**src/sv/tga_pkg.sv**
```systemverilog
// ----------------------------------------------------------------------------
// tga_pkg
// Shared types and constants for the TGA image stream decoder.
// ----------------------------------------------------------------------------
package tga_pkg;

    // Default depth of the queue between the front and back parts
    localparam int QUEUE_DEPTH = 4;

    // Header byte positions
    localparam logic [4:0] HDR_TYPE_LO   = 5'd2;
    localparam logic [4:0] HDR_TYPE_HI   = 5'd3;
    localparam logic [4:0] HDR_WIDTH_LO  = 5'd12;
    localparam logic [4:0] HDR_WIDTH_HI  = 5'd13;
    localparam logic [4:0] HDR_HEIGHT_LO = 5'd14;
    localparam logic [4:0] HDR_HEIGHT_HI = 5'd15;
    localparam logic [4:0] HDR_DEPTH     = 5'd16;
    localparam logic [4:0] HDR_LAST      = 5'd17;

    // Image types carrying uncompressed pixels, and the RLE flag bit
    localparam logic [15:0] TYPE_RAW_COLOUR = 16'd2;
    localparam logic [15:0] TYPE_RAW_GREY   = 16'd3;
    localparam int          TYPE_RLE_BIT    = 3;

    // Largest supported bytes per pixel
    localparam logic [4:0] MAX_BPP = 5'd4;

    // Result kinds
    localparam logic [1:0] KIND_HEADER    = 2'd0;
    localparam logic [1:0] KIND_RUN       = 2'd1;
    localparam logic [1:0] KIND_BAD_DEPTH = 2'd2;

    // Body parsing phase (the header is tracked by the front part)
    typedef enum logic [1:0] {
        PH_RAW_PIXEL,
        PH_PACKET_HEAD,
        PH_PACKET_PIXEL,
        PH_DONE
    } tga_phase_t;

    // Input beat
    typedef struct packed {
        logic [7:0] data_byte;
        logic       start_of_file;
    } tga_in_t;

    // Result beat
    typedef struct packed {
        logic [1:0]  kind;
        logic [31:0] pixel_value;
        logic [7:0]  repeat_count;
        logic [15:0] image_width;
        logic [15:0] image_height;
        logic [7:0]  bit_depth;
        logic        last;
    } tga_out_t;

    // Classified byte passed from front to back
    typedef struct packed {
        logic [7:0] data_byte;
        logic       is_header;
        logic [4:0] hdr_pos;
    } tga_item_t;

endpackage

```
**src/sv/tga_front.sv**
```systemverilog
// ----------------------------------------------------------------------------
// tga_front
// Accepts file bytes and tags each as a header byte (with its position)
// or a body byte, then pushes it into the queue.
// ----------------------------------------------------------------------------
module tga_front (
    input  logic               clk,
    input  logic               rst_n,
    input  logic               byte_valid,
    output logic               byte_ready,
    input  tga_pkg::tga_in_t   byte_data,
    input  logic               queue_full,
    output logic               push,
    output tga_pkg::tga_item_t push_item
);

    logic [4:0] hdr_pos_reg, hdr_pos_next;
    logic       in_header_reg, in_header_next;
    logic [4:0] pos;
    logic       hdr;

    // A start flag restarts the header at position zero
    assign pos        = byte_data.start_of_file ? 5'd0 : hdr_pos_reg;
    assign hdr        = byte_data.start_of_file | in_header_reg;
    assign byte_ready = !queue_full;
    assign push       = byte_valid && !queue_full;

    always_comb
    begin
        push_item.data_byte = byte_data.data_byte;
        push_item.is_header = hdr;
        push_item.hdr_pos   = pos;
    end

    // Header position tracking
    always_comb
    begin
        hdr_pos_next   = hdr_pos_reg;
        in_header_next = in_header_reg;
        if (push && hdr)
        begin
            if (pos == tga_pkg::HDR_LAST)
            begin
                hdr_pos_next   = 5'd0;
                in_header_next = 1'b0;
            end
            else
            begin
                hdr_pos_next   = pos + 5'd1;
                in_header_next = 1'b1;
            end
        end
    end

    always_ff @(posedge clk or negedge rst_n)
    begin
        if (!rst_n)
        begin
            hdr_pos_reg   <= 5'd0;
            in_header_reg <= 1'b1;
        end
        else
        begin
            hdr_pos_reg   <= hdr_pos_next;
            in_header_reg <= in_header_next;
        end
    end

endmodule

```
**src/sv/tga_queue.sv**
```systemverilog
// ----------------------------------------------------------------------------
// tga_queue
// Short first-in first-out queue of classified bytes between the front
// and back parts.
// ----------------------------------------------------------------------------
module tga_queue #(
    parameter int Depth = tga_pkg::QUEUE_DEPTH
) (
    input  logic               clk,
    input  logic               rst_n,
    input  logic               push,
    input  tga_pkg::tga_item_t push_item,
    output logic               full,
    input  logic               pop,
    output tga_pkg::tga_item_t pop_item,
    output logic               empty
);

    localparam int AW = (Depth > 1) ? $clog2(Depth) : 1;
    localparam int CW = $clog2(Depth + 1);

    tga_pkg::tga_item_t entries [Depth];

    logic [AW-1:0] wr_ptr_reg, wr_ptr_next;
    logic [AW-1:0] rd_ptr_reg, rd_ptr_next;
    logic [CW-1:0] count_reg, count_next;

    assign full     = (count_reg == CW'(Depth));
    assign empty    = (count_reg == '0);
    assign pop_item = entries[rd_ptr_reg];

    // Pointer and fill count update
    always_comb
    begin
        wr_ptr_next = wr_ptr_reg;
        rd_ptr_next = rd_ptr_reg;
        count_next  = count_reg;
        if (push)
        begin
            wr_ptr_next = (wr_ptr_reg == AW'(Depth - 1)) ? '0 : wr_ptr_reg + 1'b1;
        end
        if (pop)
        begin
            rd_ptr_next = (rd_ptr_reg == AW'(Depth - 1)) ? '0 : rd_ptr_reg + 1'b1;
        end
        if (push && !pop)
        begin
            count_next = count_reg + 1'b1;
        end
        else if (pop && !push)
        begin
            count_next = count_reg - 1'b1;
        end
    end

    always_ff @(posedge clk or negedge rst_n)
    begin
        if (!rst_n)
        begin
            wr_ptr_reg <= '0;
            rd_ptr_reg <= '0;
            count_reg  <= '0;
        end
        else
        begin
            wr_ptr_reg <= wr_ptr_next;
            rd_ptr_reg <= rd_ptr_next;
            count_reg  <= count_next;
        end
    end

    // Storage
    always_ff @(posedge clk)
    begin
        if (push)
        begin
            entries[wr_ptr_reg] <= push_item;
        end
    end

endmodule

```
**src/sv/tga_back.sv**
```systemverilog
// ----------------------------------------------------------------------------
// tga_back
// Takes classified bytes from the queue, captures header fields, decodes
// raw and RLE pixel data and drives the registered result port.
// ----------------------------------------------------------------------------
module tga_back (
    input  logic               clk,
    input  logic               rst_n,
    input  tga_pkg::tga_item_t item,
    input  logic               empty,
    output logic               pop,
    output logic               result_valid,
    input  logic               result_ready,
    output tga_pkg::tga_out_t  result_data
);

    tga_pkg::tga_phase_t phase_reg, phase_next;
    logic [15:0] type_reg, type_next;
    logic [15:0] width_reg, width_next;
    logic [15:0] height_reg, height_next;
    logic [7:0]  depth_reg, depth_next;
    logic [31:0] pixels_left_reg, pixels_left_next;
    logic        pkt_run_reg, pkt_run_next;
    logic [7:0]  pkt_left_reg, pkt_left_next;
    logic [1:0]  bip_reg, bip_next;
    logic [31:0] acc_reg, acc_next;
    logic        out_valid_reg, out_valid_next;
    tga_pkg::tga_out_t out_data_reg, out_data_next;

    logic        take;
    logic [2:0]  bpp;
    logic        depth_bad;
    logic [31:0] acc_merged;
    logic        pixel_done;
    logic [7:0]  run_cnt;
    logic [7:0]  cnt_sel;
    logic [31:0] pixels_after;
    logic [7:0]  pkt_left_after;
    tga_pkg::tga_phase_t hdr_phase;
    logic        hdr_end;
    logic        pixel_phase;
    logic        emit;
    tga_pkg::tga_out_t res;

    // Consume a byte whenever the result register can take what it gives
    assign take = !empty && (!out_valid_reg || result_ready);
    assign pop  = take;

    // Shared datapath terms
    always_comb
    begin
        bpp        = depth_reg[5:3];
        depth_bad  = (depth_reg[7:3] == 5'd0) || (depth_reg[7:3] > tga_pkg::MAX_BPP);
        acc_merged = acc_reg | ({24'd0, item.data_byte} << {bip_reg, 3'b000});
        pixel_done = (({1'b0, bip_reg} + 3'd1) >= bpp);
        // run packets are clamped to the pixels still owed
        run_cnt    = (pixels_left_reg < {24'd0, pkt_left_reg})
                     ? pixels_left_reg[7:0] : pkt_left_reg;
        cnt_sel    = (phase_reg == tga_pkg::PH_PACKET_PIXEL && pkt_run_reg) ? run_cnt : 8'd1;
        pixels_after   = pixels_left_reg - {24'd0, cnt_sel};
        pkt_left_after = pkt_run_reg ? 8'd0 : pkt_left_reg - 8'd1;

        // phase entered at the end of the header
        if (type_reg == tga_pkg::TYPE_RAW_COLOUR || type_reg == tga_pkg::TYPE_RAW_GREY)
        begin
            hdr_phase = tga_pkg::PH_RAW_PIXEL;
        end
        else if (type_reg[tga_pkg::TYPE_RLE_BIT])
        begin
            hdr_phase = tga_pkg::PH_PACKET_HEAD;
        end
        else
        begin
            hdr_phase = tga_pkg::PH_DONE;
        end
        if (pixels_left_reg == 32'd0)
        begin
            hdr_phase = tga_pkg::PH_DONE;
        end

        hdr_end     = item.is_header && (item.hdr_pos == tga_pkg::HDR_LAST);
        pixel_phase = (phase_reg == tga_pkg::PH_RAW_PIXEL)
                      || (phase_reg == tga_pkg::PH_PACKET_PIXEL);
    end

    // Next state
    always_comb
    begin
        phase_next       = phase_reg;
        type_next        = type_reg;
        width_next       = width_reg;
        height_next      = height_reg;
        depth_next       = depth_reg;
        pixels_left_next = pixels_left_reg;
        pkt_run_next     = pkt_run_reg;
        pkt_left_next    = pkt_left_reg;
        bip_next         = bip_reg;
        acc_next         = acc_reg;
        if (take)
        begin
            if (item.is_header)
            begin
                case (item.hdr_pos)
                    tga_pkg::HDR_TYPE_LO:   type_next[7:0]    = item.data_byte;
                    tga_pkg::HDR_TYPE_HI:   type_next[15:8]   = item.data_byte;
                    tga_pkg::HDR_WIDTH_LO:  width_next[7:0]   = item.data_byte;
                    tga_pkg::HDR_WIDTH_HI:  width_next[15:8]  = item.data_byte;
                    tga_pkg::HDR_HEIGHT_LO: height_next[7:0]  = item.data_byte;
                    tga_pkg::HDR_HEIGHT_HI: height_next[15:8] = item.data_byte;
                    tga_pkg::HDR_DEPTH:
                    begin
                        depth_next       = item.data_byte;
                        // pixel total ready one byte ahead of the header end
                        pixels_left_next = {16'd0, width_reg} * {16'd0, height_reg};
                    end
                    tga_pkg::HDR_LAST:
                    begin
                        bip_next   = 2'd0;
                        acc_next   = 32'd0;
                        phase_next = depth_bad ? tga_pkg::PH_DONE : hdr_phase;
                    end
                    default: ;
                endcase
            end
            else
            begin
                case (phase_reg)
                    tga_pkg::PH_RAW_PIXEL:
                    begin
                        bip_next = pixel_done ? 2'd0 : bip_reg + 2'd1;
                        acc_next = pixel_done ? 32'd0 : acc_merged;
                        if (pixel_done)
                        begin
                            pixels_left_next = pixels_after;
                            if (pixels_after == 32'd0)
                            begin
                                phase_next = tga_pkg::PH_DONE;
                            end
                        end
                    end
                    tga_pkg::PH_PACKET_HEAD:
                    begin
                        pkt_run_next  = item.data_byte[7];
                        pkt_left_next = {1'b0, item.data_byte[6:0]} + 8'd1;
                        bip_next      = 2'd0;
                        acc_next      = 32'd0;
                        phase_next    = tga_pkg::PH_PACKET_PIXEL;
                    end
                    tga_pkg::PH_PACKET_PIXEL:
                    begin
                        bip_next = pixel_done ? 2'd0 : bip_reg + 2'd1;
                        acc_next = pixel_done ? 32'd0 : acc_merged;
                        if (pixel_done)
                        begin
                            pixels_left_next = pixels_after;
                            pkt_left_next    = pkt_left_after;
                            if (pixels_after == 32'd0)
                            begin
                                phase_next = tga_pkg::PH_DONE;
                            end
                            else if (pkt_left_after == 8'd0)
                            begin
                                phase_next = tga_pkg::PH_PACKET_HEAD;
                            end
                        end
                    end
                    default: ;
                endcase
            end
        end
    end

    // Result generation
    always_comb
    begin
        emit = 1'b0;
        res.kind         = tga_pkg::KIND_HEADER;
        res.pixel_value  = 32'd0;
        res.repeat_count = 8'd0;
        res.image_width  = width_reg;
        res.image_height = height_reg;
        res.bit_depth    = depth_reg;
        res.last         = 1'b0;
        if (take)
        begin
            if (hdr_end)
            begin
                emit = 1'b1;
                if (depth_bad)
                begin
                    res.kind = tga_pkg::KIND_BAD_DEPTH;
                    res.last = 1'b1;
                end
                else
                begin
                    res.last = (hdr_phase == tga_pkg::PH_DONE);
                end
            end
            else if (!item.is_header && pixel_phase && pixel_done)
            begin
                emit             = 1'b1;
                res.kind         = tga_pkg::KIND_RUN;
                res.pixel_value  = acc_merged;
                res.repeat_count = cnt_sel;
                res.last         = (pixels_after == 32'd0);
            end
        end
        out_valid_next = emit ? 1'b1 : (result_ready ? 1'b0 : out_valid_reg);
        out_data_next  = emit ? res : out_data_reg;
    end

    assign result_valid = out_valid_reg;
    assign result_data  = out_data_reg;

    always_ff @(posedge clk or negedge rst_n)
    begin
        if (!rst_n)
        begin
            phase_reg       <= tga_pkg::PH_DONE;
            type_reg        <= 16'd0;
            width_reg       <= 16'd0;
            height_reg      <= 16'd0;
            depth_reg       <= 8'd0;
            pixels_left_reg <= 32'd0;
            pkt_run_reg     <= 1'b0;
            pkt_left_reg    <= 8'd0;
            bip_reg         <= 2'd0;
            acc_reg         <= 32'd0;
            out_valid_reg   <= 1'b0;
        end
        else
        begin
            phase_reg       <= phase_next;
            type_reg        <= type_next;
            width_reg       <= width_next;
            height_reg      <= height_next;
            depth_reg       <= depth_next;
            pixels_left_reg <= pixels_left_next;
            pkt_run_reg     <= pkt_run_next;
            pkt_left_reg    <= pkt_left_next;
            bip_reg         <= bip_next;
            acc_reg         <= acc_next;
            out_valid_reg   <= out_valid_next;
        end
    end

    // Result payload
    always_ff @(posedge clk)
    begin
        out_data_reg <= out_data_next;
    end

endmodule

```
**src/sv/tga_image_stream_decoder.sv**
```systemverilog
// ----------------------------------------------------------------------------
// tga_image_stream_decoder
// TGA file decoder: header report, raw and RLE pixel runs.
// ----------------------------------------------------------------------------
// Takes one file byte per beat and sustains one byte per cycle for as long
// as results are taken. A front stage tags each byte as header (with its
// position) or body and writes it into a QueueDepth-entry queue; the back
// stage reads one byte per cycle while any are queued, parses it and loads
// at most one result into the output register. A stall on the result port
// holds the back stage only; the front keeps taking bytes until the queue
// is full. The width-by-height pixel total is formed by a single 16x16
// multiplier on the bit-depth byte.
module tga_image_stream_decoder #(
    parameter int QueueDepth = tga_pkg::QUEUE_DEPTH
) (
    input  logic              clk,
    input  logic              rst_n,
    input  logic              byte_valid,
    output logic              byte_ready,
    input  tga_pkg::tga_in_t  byte_data,
    output logic              result_valid,
    input  logic              result_ready,
    output tga_pkg::tga_out_t result_data
);

    logic               queue_full;
    logic               queue_empty;
    logic               push;
    logic               pop;
    tga_pkg::tga_item_t push_item;
    tga_pkg::tga_item_t pop_item;

    // Byte classification
    tga_front u_front (
        .clk        (clk),
        .rst_n      (rst_n),
        .byte_valid (byte_valid),
        .byte_ready (byte_ready),
        .byte_data  (byte_data),
        .queue_full (queue_full),
        .push       (push),
        .push_item  (push_item)
    );

    // Decoupling queue
    tga_queue #(
        .Depth (QueueDepth)
    ) u_queue (
        .clk       (clk),
        .rst_n     (rst_n),
        .push      (push),
        .push_item (push_item),
        .full      (queue_full),
        .pop       (pop),
        .pop_item  (pop_item),
        .empty     (queue_empty)
    );

    // Parsing and decoding
    tga_back u_back (
        .clk          (clk),
        .rst_n        (rst_n),
        .item         (pop_item),
        .empty        (queue_empty),
        .pop          (pop),
        .result_valid (result_valid),
        .result_ready (result_ready),
        .result_data  (result_data)
    );

endmodule

```
**config.mk**
```make
export PLATFORM = sky130hd
export DESIGN_NAME = tga_image_stream_decoder
export DESIGN_NICKNAME = d
export VERILOG_FILES = /design/src/sv/tga_pkg.sv /design/src/sv/tga_front.sv /design/src/sv/tga_queue.sv /design/src/sv/tga_back.sv /design/src/sv/tga_image_stream_decoder.sv
export SDC_FILE = /design/constraint.sdc
export NUM_CORES = 1
export LEC_CHECK = 0
export ABC_AREA = 1
export BUFFER_PORTS_ARGS = -buffer_cell sky130_fd_sc_hd__buf_4
export CELL_PAD_IN_SITES_DETAIL_PLACEMENT = 0
export CELL_PAD_IN_SITES_GLOBAL_PLACEMENT = 2
export CORE_ASPECT_RATIO = 0.5
export CORE_UTILIZATION = 42
export CTS_CLUSTER_SIZE = 10
export DETAILED_ROUTE_END_ITERATION = 7
export PLACE_DENSITY = 0.92
export REMOVE_ABC_BUFFERS = 1
export SYNTH_ARGS = -nofsm -noshare
export SYNTH_HDL_FRONTEND = slang
export SYNTH_SLANG_ARGS = --single-unit
```
**constraint.sdc**
```tcl
create_clock -name clk -period 17.3 [get_ports clk]
set_input_delay 0.865 -clock clk [delete_from_list [all_inputs] [get_ports clk]]
set_output_delay 0.865 -clock clk [all_outputs]
set_load 0.005 [all_outputs]
```
## Word level (Yosys, flattened, before mapping)

Memory sizes are Yosys's and may differ from the RTL's.
Cells that the tools add are included.

| storage, ports and cells | value |
|---|---|
| register bits | 230 |
| latch bits | 0 |
| RAM bits | 56 |
| bits in read-only memories | 0 |
| input port bits | 13 |
| output and inout bits | 85 |
| word-level logic and storage cells | 166 |
| memories kept | 1 |

Memory list:

| memory | words | width | read ports | clocked after Yosys merged registers in | write ports | RTL line | RTL |
|---|---|---|---|---|---|---|---|
| u_queue.entries | 4 | 14 | 1 | 0 | 1 | tga_queue.sv:22 | `tga_pkg::tga_item_t entries [Depth];` |

| cells by class | value |
|---|---|
| add/subtract/negate cells | 10 |
| multiply operators | 1 |
| divide/modulo/power cells | 0 |
| order comparisons | 3 |
| equality and inequality tests | 24 |
| shift-type cells | 1 |
| mux-type cells | 49 |
| bitwise gates (word level) | 5 |
| reductions and logical operators | 46 |

Operator list:

| cell | count |
|---|---|
| $mux W32 | 7 |
| $logic_not A32 Y1 | 2 |
| $pmux W32 S2 | 1 |
| $mux W41 | 1 |
| $mux W2 | 18 |
| $eq A16 B2 Y1 const B | 2 |
| $lt A32 B8 Y1 | 1 |
| $mul A16 B16 Y32 | 1 |
| $mux W8 | 4 |
| $or A32 B32 Y32 | 1 |
| $shl A8 B5 Y32 | 1 |
| $sub A32 B8 Y32 | 1 |
| $reduce_and A3 Y1 | 9 |
| $eq A5 B4 Y1 const B | 4 |
| $pmux W8 S2 | 1 |
| $eq A5 B5 Y1 const B | 3 |
| $mux W1 | 11 |
| $eq A5 B2 Y1 const B | 2 |
| $mux W5 | 2 |
| $reduce_bool A2 Y1 | 5 |
| $logic_and A1 B1 Y1 | 9 |
| $add A7 B1 Y8 const B | 1 |
| $eq A2 B2 Y1 const B | 4 |
| $logic_not A8 Y1 | 1 |
| 31 further kinds | 47 |

## Depth between registers and ports, before layout

| logic depth | value |
|---|---|
| depth after elaboration | 9 |
| mapped depth | 31 |
| depth with buffers taken out | 31 |

## Cells and area by module

From an unflattened synthesis, not the netlist that was laid out.

| unflattened totals | value |
|---|---|
| cells, all modules | 2653 |
| area, all modules | 22445.3 sq um |

Modules (own cells, without submodules):

| module | instances | cells each | area each (sq um) |
|---|---|---|---|
| tga_back | 1 | 2374 | 19339.8 |
| tga_queue | 1 | 215 | 2652.5 |
| tga_front | 1 | 64 | 452.9 |

## Worst setup path after synthesis

OpenSTA, ideal clock, no wires.

| path | value |
|---|---|
| path type | reg2reg |
| from | register u_back.height_reg[1] |
| to | register u_back.pixels_left_reg[24] |
| arrival time | 5.615 ns |
| required time | 17.171 ns |
| path slack | 11.556 ns |
| stages on the path, launching flop included | 28 |
| path through | dfrtp_1 > clkbuf_1 > clkbuf_1 > nand2_1 > fa_1 > inv_1 > fa_1 > inv_1 > fa_1 > fa_1 > inv_1 > fa_1 > inv_1 > fa_1 > inv_1 > ha_1 > a21oi_1 > inv_1 > nor2_1 > nand2_1 > a21oi_1 > inv_1 > nor2_1 > o21bai_1 > nand2_1 > nand2_1 > o21ai_0 > o21ai_0 |

| between the ends | value |
|---|---|
| word-level cells in the longest chain between the ends | 3 |

Ends and longest elaborated chain:

| item | RTL line | RTL |
|---|---|---|
| start, declared | tga_back.sv:20 | `logic [15:0] height_reg, height_next;` |
| start signal, assigned | tga_back.sv:236 | `height_reg <= height_next;` |
| $mul A16 B16 Y32 | tga_back.sv:114 | `pixels_left_next = {16'd0, width_reg} * {16'd0, height_reg};` |
| $mux W32 | tga_back.sv:103 | `case (item.hdr_pos)` |
| $mux W32 | tga_back.sv:101 | `if (item.is_header)` |
| end signal, assigned | tga_back.sv:238 | `pixels_left_reg <= pixels_left_next;` |
| end, declared | tga_back.sv:22 | `logic [31:0] pixels_left_reg, pixels_left_next;` |

No other way between the ends. The select of a mux whose other input is x is not followed.
A chain may end at the register's enable or synchronous reset.

## Worst setup path in the final report

| path | value |
|---|---|
| from | register u_back.width_reg[10] |
| to | register u_back.pixels_left_reg[25] |

| between the ends | value |
|---|---|
| word-level cells in the longest chain between the ends | 3 |

Ends and longest elaborated chain:

| item | RTL line | RTL |
|---|---|---|
| start, declared | tga_back.sv:19 | `logic [15:0] width_reg, width_next;` |
| start signal, assigned | tga_back.sv:235 | `width_reg <= width_next;` |
| $mul A16 B16 Y32 | tga_back.sv:114 |  |
| $mux W32 | tga_back.sv:103 |  |
| $mux W32 | tga_back.sv:101 |  |

No other way between the ends. The select of a mux whose other input is x is not followed.

==> impl_metrics.tcl <==
set metrics [dict create \
    crit_chain "nand2_1 -> fa_1 -> inv_1 -> fa_1 -> fa_1 -> fa_1 -> inv_1 -> fa_1 -> inv_1 -> fa_1 -> ha_1 -> a21oi_1 -> o21ai_0 -> a21o_1 -> a21boi_0 -> o21bai_1 -> nand2_1 -> inv_1 -> nor2_1 -> nand2_1 -> a22oi_1" \
    seq_area_frac_synth_pct 35.7 \
    grt_pass1_wl_um 94900 \
    grt_start_max_net_pins 80 \
    postCtsSetupRepairBufs 0 \
    cts.sinks 285 \
    drt.antenna.violating_nets 0 \
    synth_edf_count 139 \
    first_pass_iters 8 \
    drv_slew 0 \
    synth_mux_area_share_pct 0 \
    met1_length_um 28600 \
    numCtsBuffers 35 \
    routed_wl_um 59300 \
    drive_gt1_share_pct 7.29 \
    fillers 4963 \
    status "complete, no violations" \
    die_height_um 164 \
    largest_reg_flops 83 \
    setup_viol 0 \
    hold_viol_final 0 \
    port-buffer-count 97 \
    fin_setup_tns_ns 0 \
    slowest_delay_ns 0.97 \
    fmax_mhz 153 \
    synth-xor-area-share_pct 1.08 \
    finalCriticalPeriod_ns 6.55 \
    drc_errors 0 \
    hold_class "input pin to async pin" \
    core-area_mm2 0.0509 \
    syn_to_final_growth_pct 10.5 \
    critPathMaxFanout 18 \
    global_route.overflow_total 0 \
    wl_met3_um 3030 \
    wl_per_cell_um 17.9 \
    finalNetCount 2952 \
    yosysWarnings 0 \
    syn_area_mm2 0.0220 \
    num_vias 17000 \
    reg2reg_slack_ns 10.75 \
    fin_crit_sh_pct 37.9 \
    worstMarginPinSlew_ns 1.02 \
    synthCells 2568 \
    cp.required_ns 17.74 \
    grt_pass1_vias 17000 \
    track_usage_pct 22.7 \
    critPathTopFamily "adder cells" \
    avgSynthCellArea_um2 8.55 \
    ys_seq_elements 285 \
    rsz0062_at_grt "false" \
    topRoutingLayerUsed "met4" \
    worstSetupPathType "flop to flop" \
    clock_latency_ns 0.54 \
    worstPathArrival_ns 6.99 \
    synth_fa_ha_area_share_pct 25.7 \
    slowest_stage "dfrtp_1" \
    ctsHoldBuffers 0 \
    critPathBufInv 4 \
    initial_utilization_pct 43.1 \
    n_antenna_cell 0 \
    grt_antenna_before_repair 2 \
    die-area_mm2 0.0533 \
    num_rows 58 \
    clk_pin_slew_ns 0.06 \
    max_slew_margin_pct 31.9 \
    root_buffer "clkbuf_16" \
    regToRegStartpoint "u_back.width_reg[10]$_DFFE_PN0P_" \
    startpoint_type "flop" \
    clock_path_buffers 3 \
    crit_path_frequent_cell "fa_1" \
    maxCapViolations 0 \
    clock_skew_ns 0.0178 \
    yosys.cell_types.count 51 \
    htreeDepth 2 \
    dpl.hpwl_um 44600 \
    end_kind "flop" \
    drt_iter0_markers 1233 \
    io_pins 98 \
    reg2reg_depth 21 \
    cts_resized 0 \
    viasPerCell 5.12 \
    r2r_end "u_back.pixels_left_reg[25]$_DFFE_PN0P_" \
    cts_tree "done" \
    dr_wl_met2_um 26800 \
    synthFlopType "dfrtp_1" \
    async_flop_share_pct 51.2 \
    fp.dieW_um 325 \
    synth-simple-area-share_pct 19.5 \
    synth_top_family_by_area "adder cells" \
    routabilityCongestion 0.873 \
    synth_compound_area_share_pct 8.14 \
]
synth_stat cells (2+ instances only):
cell type    n  share of area (%)
nor3_1      40               0.91
edfxtp_1   139                 19
dfstp_2      3               0.36
o22ai_1      7               0.20
a21oi_1     75                1.7
xor2_1      15               0.60
clkbuf_1    91                1.6
nand2_2      6               0.17
a21boi_0     2              0.068
a21o_1       4               0.14
fa_1       196                 18
nand4_1     20               0.57
nor3b_1      2              0.068
nand3b_1     7               0.24
xnor2_1     12               0.48
inv_1      442                7.6
nand3_1    100                2.3
o21bai_1     4               0.14
nand2_1    633                 11
ha_1       137                7.8
buf_2        8               0.18
o211ai_1    13               0.44
nor4_1       4               0.11
o21a_1       3               0.10
dfrtp_1    143                 16
a31oi_1     41                1.2
nand3_2      2              0.091
buf_4       14               0.48
a22oi_1      3               0.10
or2_2        7               0.20
a32o_1       3               0.14
clkinv_1     3              0.051
a21oi_2      2              0.080
inv_2        4              0.068
nor2_1     215                3.7
o21ai_0    150                3.4
nor3_2       3               0.14
a32oi_1      2              0.080
area by class of cell:
type	count	area, um2	share of cell area (%)
clock buffer	58	982	4.04
timing repair buffer	115	867	3.57
clock inverter	6	93.8	0.386
inverter	450	1690	6.96
tap	690	863	3.56
multi-input combinational	1719	12000	49.2
sequential	285	7830	32.3
cell usage in the layout, fill, tap and decap left out, drive strengths merged, types with 15 or more instances in the layout:
| cell | Yosys | final |
|---|---|---|
| inv | 446 | 447 |
| ha | 137 | 137 |
| nor2 | 217 | 217 |
| nand3 | 103 | 103 |
| fa | 196 | 196 |
| clkbuf | 91 | 58 |
| o21ai | 151 | 151 |
| xor2 | 15 | 15 |
| nand4 | 20 | 20 |
| dfrtp | 143 | 143 |
| a31oi | 41 | 41 |
| edfxtp | 139 | 139 |
| nor3 | 44 | 44 |
| a21oi | 77 | 77 |
| buf | 23 | 115 |
| nand2 | 639 | 639 |
logic make-up after synthesis:
| kind of cell | Yosys count |
|---|---|
| and+or+nand+nor | 1043 |
| AOI/OAI and AO/OA | 316 |
| adders and majority gates | 333 |
| buffers and inverters | 564 |
| xor gates and xnor gates | 27 |
| DFF | 285 |
worst reg2reg max path, stage by stage (launching register included):
cell      delay, ns
dfrtp_1        0.97
nand2_1        0.22
fa_1           0.59
inv_1          0.07
fa_1           0.56
fa_1           0.44
fa_1           0.55
inv_1          0.07
fa_1           0.49
inv_1          0.05
fa_1           0.45
ha_1           0.38
a21oi_1        0.28
o21ai_0        0.14
a21o_1         0.22
a21boi_0       0.44
o21bai_1       0.15
nand2_1        0.08
inv_1          0.04
nor2_1         0.08
nand2_1        0.06
a22oi_1        0.15
routing by layer:
layer,up-vias,global-route usage [%]
met5,-,0
met1,8388,33.0
li1,8184,-
met2,367,36.5
met3,65,3.06
met4,0,4.37
stage by stage:
step | hold slack [ns] | instances | area, um2 | utilization, % | setup slack [ns]
2_1_floorplan | 0.425 | 2454 | 21500 | - | 11.79
3_3_place_gp | 0.437 | 3259 | 23200 | 45.6 | 10.84
3_5_place_dp | 0.440 | 3259 | 23200 | 45.6 | 10.87
4_1_cts | 0.408 | 3323 | 24300 | 47.7 | 10.83
5_1_grt | 0.426 | 3323 | 24300 | 47.7 | 10.42
6_report | 0.374 | 3323 | 24300 | 47.7 | 10.75
how the worst max path moves through the flow:
stage | startpoint | endpoint | cells past startpoint
finish | u_back.width_reg[10]$_DFFE_PN0P_ | u_back.pixels_left_reg[25]$_DFFE_PN0P_ | 21
floorplan | u_back.height_reg[1]$_DFFE_PN0P_ | u_back.pixels_left_reg[24]$_DFFE_PN0P_ | 25
CTS | u_back.width_reg[10]$_DFFE_PN0P_ | u_back.pixels_left_reg[27]$_DFFE_PN0P_ | 22
detailed placement | u_back.width_reg[10]$_DFFE_PN0P_ | u_back.pixels_left_reg[26]$_DFFE_PN0P_ | 22
global route | u_back.width_reg[10]$_DFFE_PN0P_ | u_back.pixels_left_reg[24]$_DFFE_PN0P_ | 25
global placement | u_back.width_reg[11]$_DFFE_PN0P_ | u_back.pixels_left_reg[27]$_DFFE_PN0P_ | 22
Power is not shown: default switching activity piles up to over one toggle a cycle in this logic, so the estimate is an artifact.
